File: config.mk
export PLATFORM = sky130hd
export DESIGN_NAME = sorted_timer_insert_queue
export DESIGN_NICKNAME = d
export VERILOG_FILES = /design/src/rtl/stiq_pkg.sv /design/src/rtl/stiq_ctrl.sv /design/src/rtl/stiq_dp.sv /design/src/rtl/sorted_timer_insert_queue.sv
export SDC_FILE = /design/constraint.sdc
export NUM_CORES = 2
export LEC_CHECK = 0
export BUFFER_PORTS_ARGS = -buffer_cell sky130_fd_sc_hd__buf_2
export CORE_UTILIZATION = 58
export DETAILED_ROUTE_END_ITERATION = 10
export PLACE_DENSITY = 0.78
export SYNTH_ARGS = -nofsm -noshare
export SYNTH_HDL_FRONTEND = slang
export SYNTH_SLANG_ARGS = --single-unit
File: constraint.sdc
create_clock -name clock -period 8.3 [get_ports clock]
set_clock_uncertainty 0.1 [all_clocks]
set_input_delay 1.66 -clock clock [delete_from_list [all_inputs] [get_ports clock]]
set_output_delay 1.66 -clock clock [all_outputs]
set_load 0.01 [all_outputs]
File: src/rtl/stiq_pkg.sv
// shared types and constants for the sorted timer insert queue
package stiq_pkg;

   localparam int QUEUE_DEPTH = 16;
   localparam int IDX_W       = $clog2(QUEUE_DEPTH);
   localparam int CNT_W       = $clog2(QUEUE_DEPTH + 1);
   localparam int OCC_W       = 5;
   localparam int DL_W        = 64;
   localparam int TAG_W       = 8;
   localparam int SEC_W       = 32;
   localparam int FREQ_W      = 32;
   localparam logic [FREQ_W-1:0] FREQ_RESET = 32'd62500000;

   typedef enum logic [2:0] {
      ST_IDLE,
      ST_MUL,
      ST_ADD,
      ST_WALK,
      ST_PLACE,
      ST_RESP
   } state_type;

   typedef struct packed {
      logic capture;
      logic mul;
      logic add;
      logic shift;
      logic place;
      logic respond;
   } cmd_type;

   typedef struct packed {
      logic full;
      logic empty;
      logic less;
      logic pos_last;
   } status_type;

endpackage

File: src/rtl/stiq_ctrl.sv
// controller: sequences deadline computation, sorted walk and result handoff
module stiq_ctrl (
   input  logic                 clock,
   input  logic                 reset,
   input  logic                 req_valid,
   output logic                 req_stall,
   output logic                 rsp_valid,
   input  logic                 rsp_stall,
   input  stiq_pkg::status_type status,
   output stiq_pkg::cmd_type    cmd
);

   stiq_pkg::state_type state_ff, state_in;
   logic                rsp_valid_ff;

   always_ff @(posedge clock) begin
      if (reset) begin
         state_ff <= stiq_pkg::ST_IDLE;
      end else begin
         state_ff <= state_in;
      end
   end

   always_ff @(posedge clock) begin
      if (reset) begin
         rsp_valid_ff <= 1'b0;
      end else if (cmd.respond) begin
         rsp_valid_ff <= 1'b1;
      end else if (!rsp_stall) begin
         rsp_valid_ff <= 1'b0;
      end
   end

   always_comb begin
      state_in  = state_ff;
      cmd       = '0;
      req_stall = 1'b1;
      unique case (state_ff)
         stiq_pkg::ST_IDLE: begin
            req_stall = 1'b0;
            if (req_valid) begin
               cmd.capture = 1'b1;
               state_in    = stiq_pkg::ST_MUL;
            end
         end
         stiq_pkg::ST_MUL: begin
            cmd.mul  = 1'b1;
            state_in = stiq_pkg::ST_ADD;
         end
         stiq_pkg::ST_ADD: begin
            cmd.add = 1'b1;
            if (status.full) begin
               state_in = stiq_pkg::ST_RESP;
            end else if (status.empty) begin
               state_in = stiq_pkg::ST_PLACE;
            end else begin
               state_in = stiq_pkg::ST_WALK;
            end
         end
         stiq_pkg::ST_WALK: begin
            if (status.less) begin
               cmd.shift = 1'b1;
               if (status.pos_last) begin
                  state_in = stiq_pkg::ST_PLACE;
               end
            end else begin
               state_in = stiq_pkg::ST_PLACE;
            end
         end
         stiq_pkg::ST_PLACE: begin
            cmd.place = 1'b1;
            state_in  = stiq_pkg::ST_RESP;
         end
         stiq_pkg::ST_RESP: begin
            if (!rsp_valid_ff || !rsp_stall) begin
               cmd.respond = 1'b1;
               state_in    = stiq_pkg::ST_IDLE;
            end
         end
         default: begin
            state_in = stiq_pkg::ST_IDLE;
         end
      endcase
   end

   assign rsp_valid = rsp_valid_ff;

   a_accept_starts_mul: assert property (@(posedge clock) disable iff (reset)
      (req_valid && !req_stall) |=> state_ff == stiq_pkg::ST_MUL)
      else $error("accepted item did not start the multiply");

   a_respond_only_when_free: assert property (@(posedge clock) disable iff (reset)
      cmd.respond |-> (!rsp_valid_ff || !rsp_stall))
      else $error("result register overwritten while stalled");

   a_one_cmd: assert property (@(posedge clock) disable iff (reset)
      $onehot0(cmd))
      else $error("more than one datapath command");

endmodule

File: src/rtl/stiq_dp.sv
// datapath: deadline arithmetic, sorted entry memory, head and result registers
module stiq_dp (
   input  logic                          clock,
   input  logic                          reset,
   input  logic                          csr_valid,
   input  logic [stiq_pkg::FREQ_W-1:0]   csr_counter_frequency,
   input  logic [stiq_pkg::SEC_W-1:0]    req_delay_seconds,
   input  logic [stiq_pkg::DL_W-1:0]     req_current_count,
   input  logic [stiq_pkg::TAG_W-1:0]    req_event_tag,
   input  stiq_pkg::cmd_type             cmd,
   output stiq_pkg::status_type          status,
   output logic [stiq_pkg::DL_W-1:0]     rsp_deadline,
   output logic                          rsp_new_head,
   output logic [stiq_pkg::DL_W-1:0]     rsp_head_deadline,
   output logic [stiq_pkg::TAG_W-1:0]    rsp_head_tag,
   output logic                          rsp_rejected,
   output logic [stiq_pkg::OCC_W-1:0]    rsp_occupancy
);

   logic [stiq_pkg::FREQ_W-1:0]  freq_ff;
   logic [stiq_pkg::SEC_W-1:0]   delay_ff;
   logic [stiq_pkg::DL_W-1:0]    now_ff;
   logic [stiq_pkg::TAG_W-1:0]   tag_ff;
   logic [stiq_pkg::DL_W-1:0]    prod_ff;
   logic [stiq_pkg::DL_W-1:0]    dl_ff;
   logic [stiq_pkg::IDX_W-1:0]   pos_ff;
   logic [stiq_pkg::CNT_W-1:0]   count_ff;
   logic [stiq_pkg::DL_W-1:0]    head_dl_ff;
   logic [stiq_pkg::TAG_W-1:0]   head_tag_ff;
   logic                         rej_ff;
   logic                         new_head_ff;

   logic [stiq_pkg::DL_W-1:0]    dl_mem [stiq_pkg::QUEUE_DEPTH];
   logic [stiq_pkg::TAG_W-1:0]   tag_mem [stiq_pkg::QUEUE_DEPTH];
   logic [stiq_pkg::DL_W-1:0]    rd_dl_ff;
   logic [stiq_pkg::TAG_W-1:0]   rd_tag_ff;
   logic [stiq_pkg::IDX_W-1:0]   rd_addr;
   logic                         wr_en;
   logic [stiq_pkg::DL_W-1:0]    wr_dl;
   logic [stiq_pkg::TAG_W-1:0]   wr_tag;

   logic [stiq_pkg::DL_W-1:0]    out_dl_ff;
   logic                         out_new_head_ff;
   logic [stiq_pkg::DL_W-1:0]    out_head_dl_ff;
   logic [stiq_pkg::TAG_W-1:0]   out_head_tag_ff;
   logic                         out_rej_ff;
   logic [stiq_pkg::CNT_W-1:0]   out_count_ff;

   always_ff @(posedge clock) begin
      if (reset) begin
         freq_ff <= stiq_pkg::FREQ_RESET;
      end else if (csr_valid) begin
         freq_ff <= csr_counter_frequency;
      end
   end

   always_ff @(posedge clock) begin
      if (cmd.capture) begin
         delay_ff <= req_delay_seconds;
         now_ff   <= req_current_count;
         tag_ff   <= req_event_tag;
      end
      if (cmd.mul) begin
         prod_ff <= stiq_pkg::DL_W'(delay_ff) * stiq_pkg::DL_W'(freq_ff);
      end
      if (cmd.add) begin
         dl_ff <= prod_ff + now_ff;
      end
   end

   assign status.full     = (count_ff == stiq_pkg::CNT_W'(stiq_pkg::QUEUE_DEPTH));
   assign status.empty    = (count_ff == '0);
   assign status.less     = (dl_ff < rd_dl_ff);
   assign status.pos_last = (pos_ff == stiq_pkg::IDX_W'(1));

   // walk reads the entry below the one being moved
   assign rd_addr = cmd.shift ? (pos_ff - stiq_pkg::IDX_W'(2))
                              : stiq_pkg::IDX_W'(count_ff - stiq_pkg::CNT_W'(1));
   assign wr_en   = cmd.shift || cmd.place;
   assign wr_dl   = cmd.shift ? rd_dl_ff : dl_ff;
   assign wr_tag  = cmd.shift ? rd_tag_ff : tag_ff;

   always_ff @(posedge clock) begin
      rd_dl_ff  <= dl_mem[rd_addr];
      rd_tag_ff <= tag_mem[rd_addr];
      if (wr_en) begin
         dl_mem[pos_ff]  <= wr_dl;
         tag_mem[pos_ff] <= wr_tag;
      end
   end

   always_ff @(posedge clock) begin
      if (reset) begin
         count_ff <= '0;
      end else if (cmd.place) begin
         count_ff <= count_ff + stiq_pkg::CNT_W'(1);
      end
   end

   always_ff @(posedge clock) begin
      if (cmd.add) begin
         pos_ff      <= stiq_pkg::IDX_W'(count_ff);
         rej_ff      <= status.full;
         new_head_ff <= 1'b0;
      end else if (cmd.shift) begin
         pos_ff <= pos_ff - stiq_pkg::IDX_W'(1);
      end else if (cmd.place) begin
         new_head_ff <= (pos_ff == '0);
      end
      if (cmd.place && pos_ff == '0) begin
         head_dl_ff  <= dl_ff;
         head_tag_ff <= tag_ff;
      end
   end

   always_ff @(posedge clock) begin
      if (cmd.respond) begin
         out_dl_ff       <= dl_ff;
         out_new_head_ff <= new_head_ff;
         out_head_dl_ff  <= head_dl_ff;
         out_head_tag_ff <= head_tag_ff;
         out_rej_ff      <= rej_ff;
         out_count_ff    <= count_ff;
      end
   end

   assign rsp_deadline      = out_dl_ff;
   assign rsp_new_head      = out_new_head_ff;
   assign rsp_head_deadline = out_head_dl_ff;
   assign rsp_head_tag      = out_head_tag_ff;
   assign rsp_rejected      = out_rej_ff;
   assign rsp_occupancy     = stiq_pkg::OCC_W'(out_count_ff);

   a_count_bound: assert property (@(posedge clock) disable iff (reset)
      count_ff <= stiq_pkg::CNT_W'(stiq_pkg::QUEUE_DEPTH))
      else $error("entry count beyond queue depth");

   a_shift_above_zero: assert property (@(posedge clock) disable iff (reset)
      cmd.shift |-> pos_ff != '0)
      else $error("shift past the head");

   a_place_not_full: assert property (@(posedge clock) disable iff (reset)
      cmd.place |-> !status.full)
      else $error("insert into a full queue");

   a_head_update: assert property (@(posedge clock) disable iff (reset)
      (cmd.place && pos_ff == '0) |=> head_dl_ff == $past(dl_ff))
      else $error("head not refreshed on insert at front");

endmodule

File: src/rtl/sorted_timer_insert_queue.sv
// Sorted timer insert queue: turns a delay in seconds into an absolute
// counter deadline (delay * counter_frequency + current_count, mod 2^64) and
// inserts it into a 16-entry queue kept in ascending deadline order, equal
// deadlines after existing ones. Every item gives one result with the
// deadline, whether it became the new head (load and enable the compare
// register), the head after the insert, a reject flag when the queue was full
// and the occupancy. An accepted item steps through capture, multiply, add,
// the walk and placement up to the result load. The walk moves the queued
// entries later than the new deadline (0 to 14) one at a time, since the
// entry memory has one read and one write port, and ends with one compare
// that finds an entry not later than the new deadline. An item that becomes
// the head moves every queued entry (0 to 15) and skips that compare. A
// rejected item goes from the add straight to the result load. The result
// sits in an output register, so the next item is taken while it waits.
// The frequency register may be written only while no item is in flight.
module sorted_timer_insert_queue (
   input  logic                          clock,
   input  logic                          reset,
   input  logic                          csr_valid,
   output logic                          csr_ready,
   input  logic [stiq_pkg::FREQ_W-1:0]   csr_counter_frequency,
   input  logic                          req_valid,
   output logic                          req_stall,
   input  logic [stiq_pkg::SEC_W-1:0]    req_delay_seconds,
   input  logic [stiq_pkg::DL_W-1:0]     req_current_count,
   input  logic [stiq_pkg::TAG_W-1:0]    req_event_tag,
   output logic                          rsp_valid,
   input  logic                          rsp_stall,
   output logic [stiq_pkg::DL_W-1:0]     rsp_deadline,
   output logic                          rsp_new_head,
   output logic [stiq_pkg::DL_W-1:0]     rsp_head_deadline,
   output logic [stiq_pkg::TAG_W-1:0]    rsp_head_tag,
   output logic                          rsp_rejected,
   output logic [stiq_pkg::OCC_W-1:0]    rsp_occupancy
);

   stiq_pkg::cmd_type    cmd;
   stiq_pkg::status_type status;

   assign csr_ready = 1'b1;

   stiq_ctrl u_ctrl (
      .clock     (clock),
      .reset     (reset),
      .req_valid (req_valid),
      .req_stall (req_stall),
      .rsp_valid (rsp_valid),
      .rsp_stall (rsp_stall),
      .status    (status),
      .cmd       (cmd)
   );

   stiq_dp u_dp (
      .clock                 (clock),
      .reset                 (reset),
      .csr_valid             (csr_valid && csr_ready),
      .csr_counter_frequency (csr_counter_frequency),
      .req_delay_seconds     (req_delay_seconds),
      .req_current_count     (req_current_count),
      .req_event_tag         (req_event_tag),
      .cmd                   (cmd),
      .status                (status),
      .rsp_deadline          (rsp_deadline),
      .rsp_new_head          (rsp_new_head),
      .rsp_head_deadline     (rsp_head_deadline),
      .rsp_head_tag          (rsp_head_tag),
      .rsp_rejected          (rsp_rejected),
      .rsp_occupancy         (rsp_occupancy)
   );

endmodule
# --- After elaboration in Yosys (flattened, before gate mapping) ---
# Memory sizes are Yosys's and may differ from the RTL's. A register that Yosys moved wholly into a read port is not among the register bits.
# Index checks and enable logic that the tools add are counted.
# Widths: inputs -> output; s select.
classes:
  n_addsub: 5
  multipliers: 1
  div: 0
  magnitude_cmp: 1
  n_eq_ne: 11
  n_shift: 0
  muxes: 25
  bitwise_logic: 1
  reduce_logical: 11
op_table:
  columns: ["cell", "n"]
  rows:
  - ["$add 64x64->64", 1]
  - ["$lt 64x64->1", 1]
  - ["$mul 32x32->64", 1]
  - ["$mux 64", 1]
  - ["$mux 3", 6]
  - ["$pmux 3 s6", 1]
  - ["$mux 1", 14]
  - ["$mux 4", 3]
  - ["$sub 4x1->4 const B", 2]
  - ["$eq 3x2->1 const B", 2]
  - ["$eq 3x3->1 const B", 2]
  - ["$add 5x1->5 const B", 1]
  - ["$eq 5x5->1 const B", 1]
  - ["$logic_not 5->1", 1]
  - ["$eq 4x1->1 const B", 1]
  - ["$logic_not 4->1", 1]
  - ["$ne 2x1->1 const B", 2]
  - ["$sub 4x2->4 const B", 1]
  - ["$eq 3x1->1 const B", 1]
  - ["$logic_not 3->1", 1]
  - ["$ne 3x3->1 const B", 1]
  - ["$reduce_and 3->1", 1]
  - ["$logic_not 1->1", 2]
  - ["$logic_or 1x1->1", 2]
  - ["other kinds (5)", 5]
totals:
  reg_bits: 494
  latchBits: 0
  mem_bits_rw: 1024
  mem_bits_ro: 0
  inputBits: 141
  output_inout_bits: 146
  elab_cells: 76
  mem_count: 1
mem_list:
  columns: ["memory", "words", "width", "read_ports", "rd_clocked_by_memory_dff", "write_ports", "line_no", "text"]
  rows:
  - ["u_dp.dl_mem", 16, 64, 1, 1, 1, "stiq_dp.sv:33", "logic [stiq_pkg::DL_W-1:0] dl_mem [stiq_pkg::QUEUE_DEPTH];"]

# --- Logic depth before layout (Yosys ltp) ---
logic_depth:
  word_depth: 6
  mapped_depth: 28
  ltp_nobuf: 26

# --- Modules after synthesis ---
# Synthesis repeated with hierarchy kept, for this count alone.
unflattened:
  hier_cells: 6868
  area_unflattened_um2: 94937.3
by_module_without_submodules:
  columns: ["module", "n_inst", "cells_per_inst", "area_each_um2", "seq_area_each_um2"]
  rows:
  - ["stiq_dp", 1, 6831, 94647.0, 46364.5]
  - ["stiq_ctrl", 1, 35, 279.0, 80.1]
  - ["sorted_timer_insert_queue", 1, 2, 11.3, 0.0]

# --- Worst setup path before layout ---
# No wires, ideal clock.
synth_timing:
  path_kind: "input to register"
  start: "input port rsp_stall"
  end: "register u_dp.out_dl_ff (netlist bit u_dp.rsp_deadline[0]), enable pin"
  setup_ns: 0.647
  arrival_time_ns: 7.745
  required_ns: 7.553
  slack_ns: -0.192
  stages: 3
  path_buffers: 0
  path_cell_list: "nand2_1 > nand2_1 > nor2_1"
synth_rtl:
  columns: ["item", "line_no", "text"]
  rows:
  - ["start: declaration", "sorted_timer_insert_queue.sv:28", "input logic rsp_stall,"]
  - ["end signal: assignment", "stiq_dp.sv:118", "out_dl_ff <= dl_ff;"]
  - ["end: declaration", "stiq_dp.sv:42", "logic [stiq_pkg::DL_W-1:0] out_dl_ff;"]

# --- Worst setup path in the final report ---
layout_timing:
  start: "register u_dp.delay_ff[17] in the netlist's numbering"
  end: "register u_dp.prod_ff[60] in the netlist's numbering (data pin)"
layout_via:
  elab_chain_cells: 1
layout_lines:
  columns: ["item", "line_no", "text"]
  rows:
  - ["start: declaration", "stiq_dp.sv:21", "logic [stiq_pkg::SEC_W-1:0] delay_ff;"]
  - ["start signal: assignment", "stiq_dp.sv:59", "delay_ff <= req_delay_seconds;"]
  - ["$mul 32x32->64", "stiq_dp.sv:64", "prod_ff <= stiq_pkg::DL_W'(delay_ff) * stiq_pkg::DL_W'(freq_ff);"]
  - ["end signal: assignment", "stiq_dp.sv:64", null]
  - ["end: declaration", "stiq_dp.sv:24", "logic [stiq_pkg::DL_W-1:0] prod_ff;"]
# Every way passes these cells.
# A chain may end at the register's enable or synchronous reset.

==> impl_metrics.ini <==
[logic_synthesis]
synthDistinctLibCells = 83
syn_inst = 7679
synth_top_area_share_pct = 46.01
synth_most_common_cell = edfxtp_1
ys_seq_area_share_pct = 48.22
ys_warn_count = 0
synthTopCellsByArea = edfxtp_1 (46%), fa_1 (19%), ha_1 (5.2%)
synth_nets = 9114
avgSynthCellArea_sq_um = 12.54
yosysTopAreaCell = edfxtp_1
synth_seq_cells = 1582
async_reset_ff_share_pct = 0
synth_ff_type = edfxtp_1
syn_area_sq_um = 96330
synthTopCellsByCount = edfxtp_1 (1476), inv_1 (958), fa_1 (897), nand2_1 (667), and2_1 (604)
synth_edf_count = 1476

[sta]
hold_viol_final = 0
finalSetupTns_ps = 0
relSlewSlack_pct = 7.217
setup_viol = 0
min_period_over_period_pct = 99.51
slew_violations = 0
min_period_ps = 8260
worst_pin_slew_ps = 1377
setup_slack_ps = 40.27
timing.fmax_mhz = 121.1

[cts]
numCtsBuffers = 160
cts_htree_levels = 4
cts-root-buf = clkbuf_16
path_clk_slew_ps = 60
cts_sinks = 1582
clk_latency_ps = 840
cts_tree = yes
clk_path_buf_depth = 3

[critical_path]
required_ps = 8750
crit_slowest_cell = fa_1
path_common_cell = fa_1
cp-end-kind = flop
path_class = reg2reg
cp-start-kind = flop
max_stage_delay_ps = 590
cp_max_fo = 13
cp_num_buf_inv = 6
cpLargestDelayFamily = adder cells
cp.arrival_ps = 8710

[die]
start_util_pct = 58.38
fp.dieH_um = 409.5
row_count = 149
core_region_area_sq_um = 165000
io_pins = 287
die-area_sq_um = 167700
die_w_um = 409.5

[run]
cap_violations = 0

[cells_and_area]
syn2layout_area_growth_pct = 11.01
drive_above_1_share_pct = 11.20
layoutNonFillerInstCount = 10270
nets = 9377

[placement]
dp_cells = 9946
place_congestion = 0.9602
io_buffers = 285
pre_cts_ws_ps = -209.8
dp_hpwl_um = 169100

[grt]
grt-ovfl-total = 0
grt_pass1_vias = 64050
grt_pass1_wl_um = 377800
antenna_found_initial = 8
grt_start_max_net_pins = 144
grt_util_all_layers_pct = 29.85

[run_status]
violations = DRC
status = finished with violations

[detailed_routing]
vias = 61980
via_per_inst = 6.038
antenna_left = 0
drt_iter0_markers = 6771
drt-wirelength-per-cell_um = 24.45
drc = 28
wl_um = 250900
first_pass_iters = 10

[worst_hold_path]
hp-class = reg2reg
==> worst paths after layout <==
| kind | startpoint | to | slack, ps | cells after the start |
|---|---|---|---|---|
| hold reg to reg | u_dp.head_tag_ff[2] | u_dp.rsp_head_tag[2] | 320 | 0 |
| hold / removal | u_dp.head_tag_ff[2] | u_dp.rsp_head_tag[2] | 320 | 0 |
| setup reg to reg | u_dp.delay_ff[17] | u_dp.prod_ff[60] | 40 | 26 |
| setup / recovery | u_dp.delay_ff[17] | u_dp.prod_ff[60] | 40 | 26 |
==> registers in the layout, summed over array words and instances (netlist names), 64 cells and up <==
signal and cells:
u_dp.rsp_head_deadline 64, u_dp.dl_mem 1024, u_dp.prod_ff 64, u_dp.head_dl_ff 64
u_dp.now_ff 64, u_dp.rd_dl_ff 64, u_dp.dl_ff 64, u_dp.rsp_deadline 64
==> logic make-up (layout without fill, tap and decap cells) <==
family,Yosys count,after routing,synth area share [%]
other cells,1,2,0.003893
fa+ha+maj,1294,1294,23.80
compound gates,1102,1102,7.795
mux,326,326,3.579
buf+inv,1405,1801,5.566
simple gates,1837,1837,9.842
xor+xnor,132,132,1.200
flops,1582,1582,48.22
==> per-layer routing <==
layer  wire (um)  track usage (%)
met5          22                0
met4        9033            10.47
met3       27850            7.307
met2      120700            49.29
met1       93340            38.55
==> cell usage in the layout (no fill, tap or decap), types with 54 or more instances in the layout <==
| master | n |
|---|---|
| o2111ai_1 | 54 |
| a21o_1 | 75 |
| o22ai_1 | 115 |
| or3_1 | 55 |
| and3_1 | 171 |
| a21oi_1 | 166 |
| a21boi_0 | 159 |
| o21ai_0 | 154 |
| inv_1 | 956 |
| edfxtp_1 | 1476 |
| xnor2_1 | 87 |
| fa_1 | 890 |
| ha_1 | 392 |
| buf_4 | 219 |
| clkbuf_16 | 165 |
| nand3_1 | 59 |
| nand2_1 | 658 |
| dfxtp_1 | 93 |
| nor2_1 | 110 |
| and2_1 | 603 |
| o211ai_1 | 165 |
| buf_2 | 285 |
| mux2i_1 | 307 |
==> repair_timing <==
item	4_1_cts	5_1_grt
hold buffers	0	0
endpoints found under the hold margin	0	0
pin swaps	0	26
resized for setup	5	51
endpoints found under the setup margin	6	14
cloned	0	5
setup buffers	0	18
==> layout make-up <==
| class | count | area (sq um) |
|---|---|---|
| diodes | 1 | 2.502 |
| inverters | 958 | 3600 |
| well taps | 2189 | 2739 |
| clock inverters | 98 | 1072 |
| multi-input cells | 4692 | 44890 |
| flip-flops and latches | 1582 | 46460 |
| repair buffers | 548 | 3935 |
| clock buffers | 197 | 4233 |
| fillers | 11710 | 58060 |
==> metrics by stage <==
step	hold WS [ps]	utilization [%]	cell area [sq um]
2_1_floorplan	300.3	-	96330
3_3_place_gp	300.5	61.29	101100
3_5_place_dp	304.5	61.29	101100
4_1_cts	314.6	64.52	106400
5_1_grt	323.1	64.81	106900
6_report	315.1	64.81	106900
Power is not shown: default switching activity piles up to over one toggle a cycle in this logic, so the estimate is an artifact.
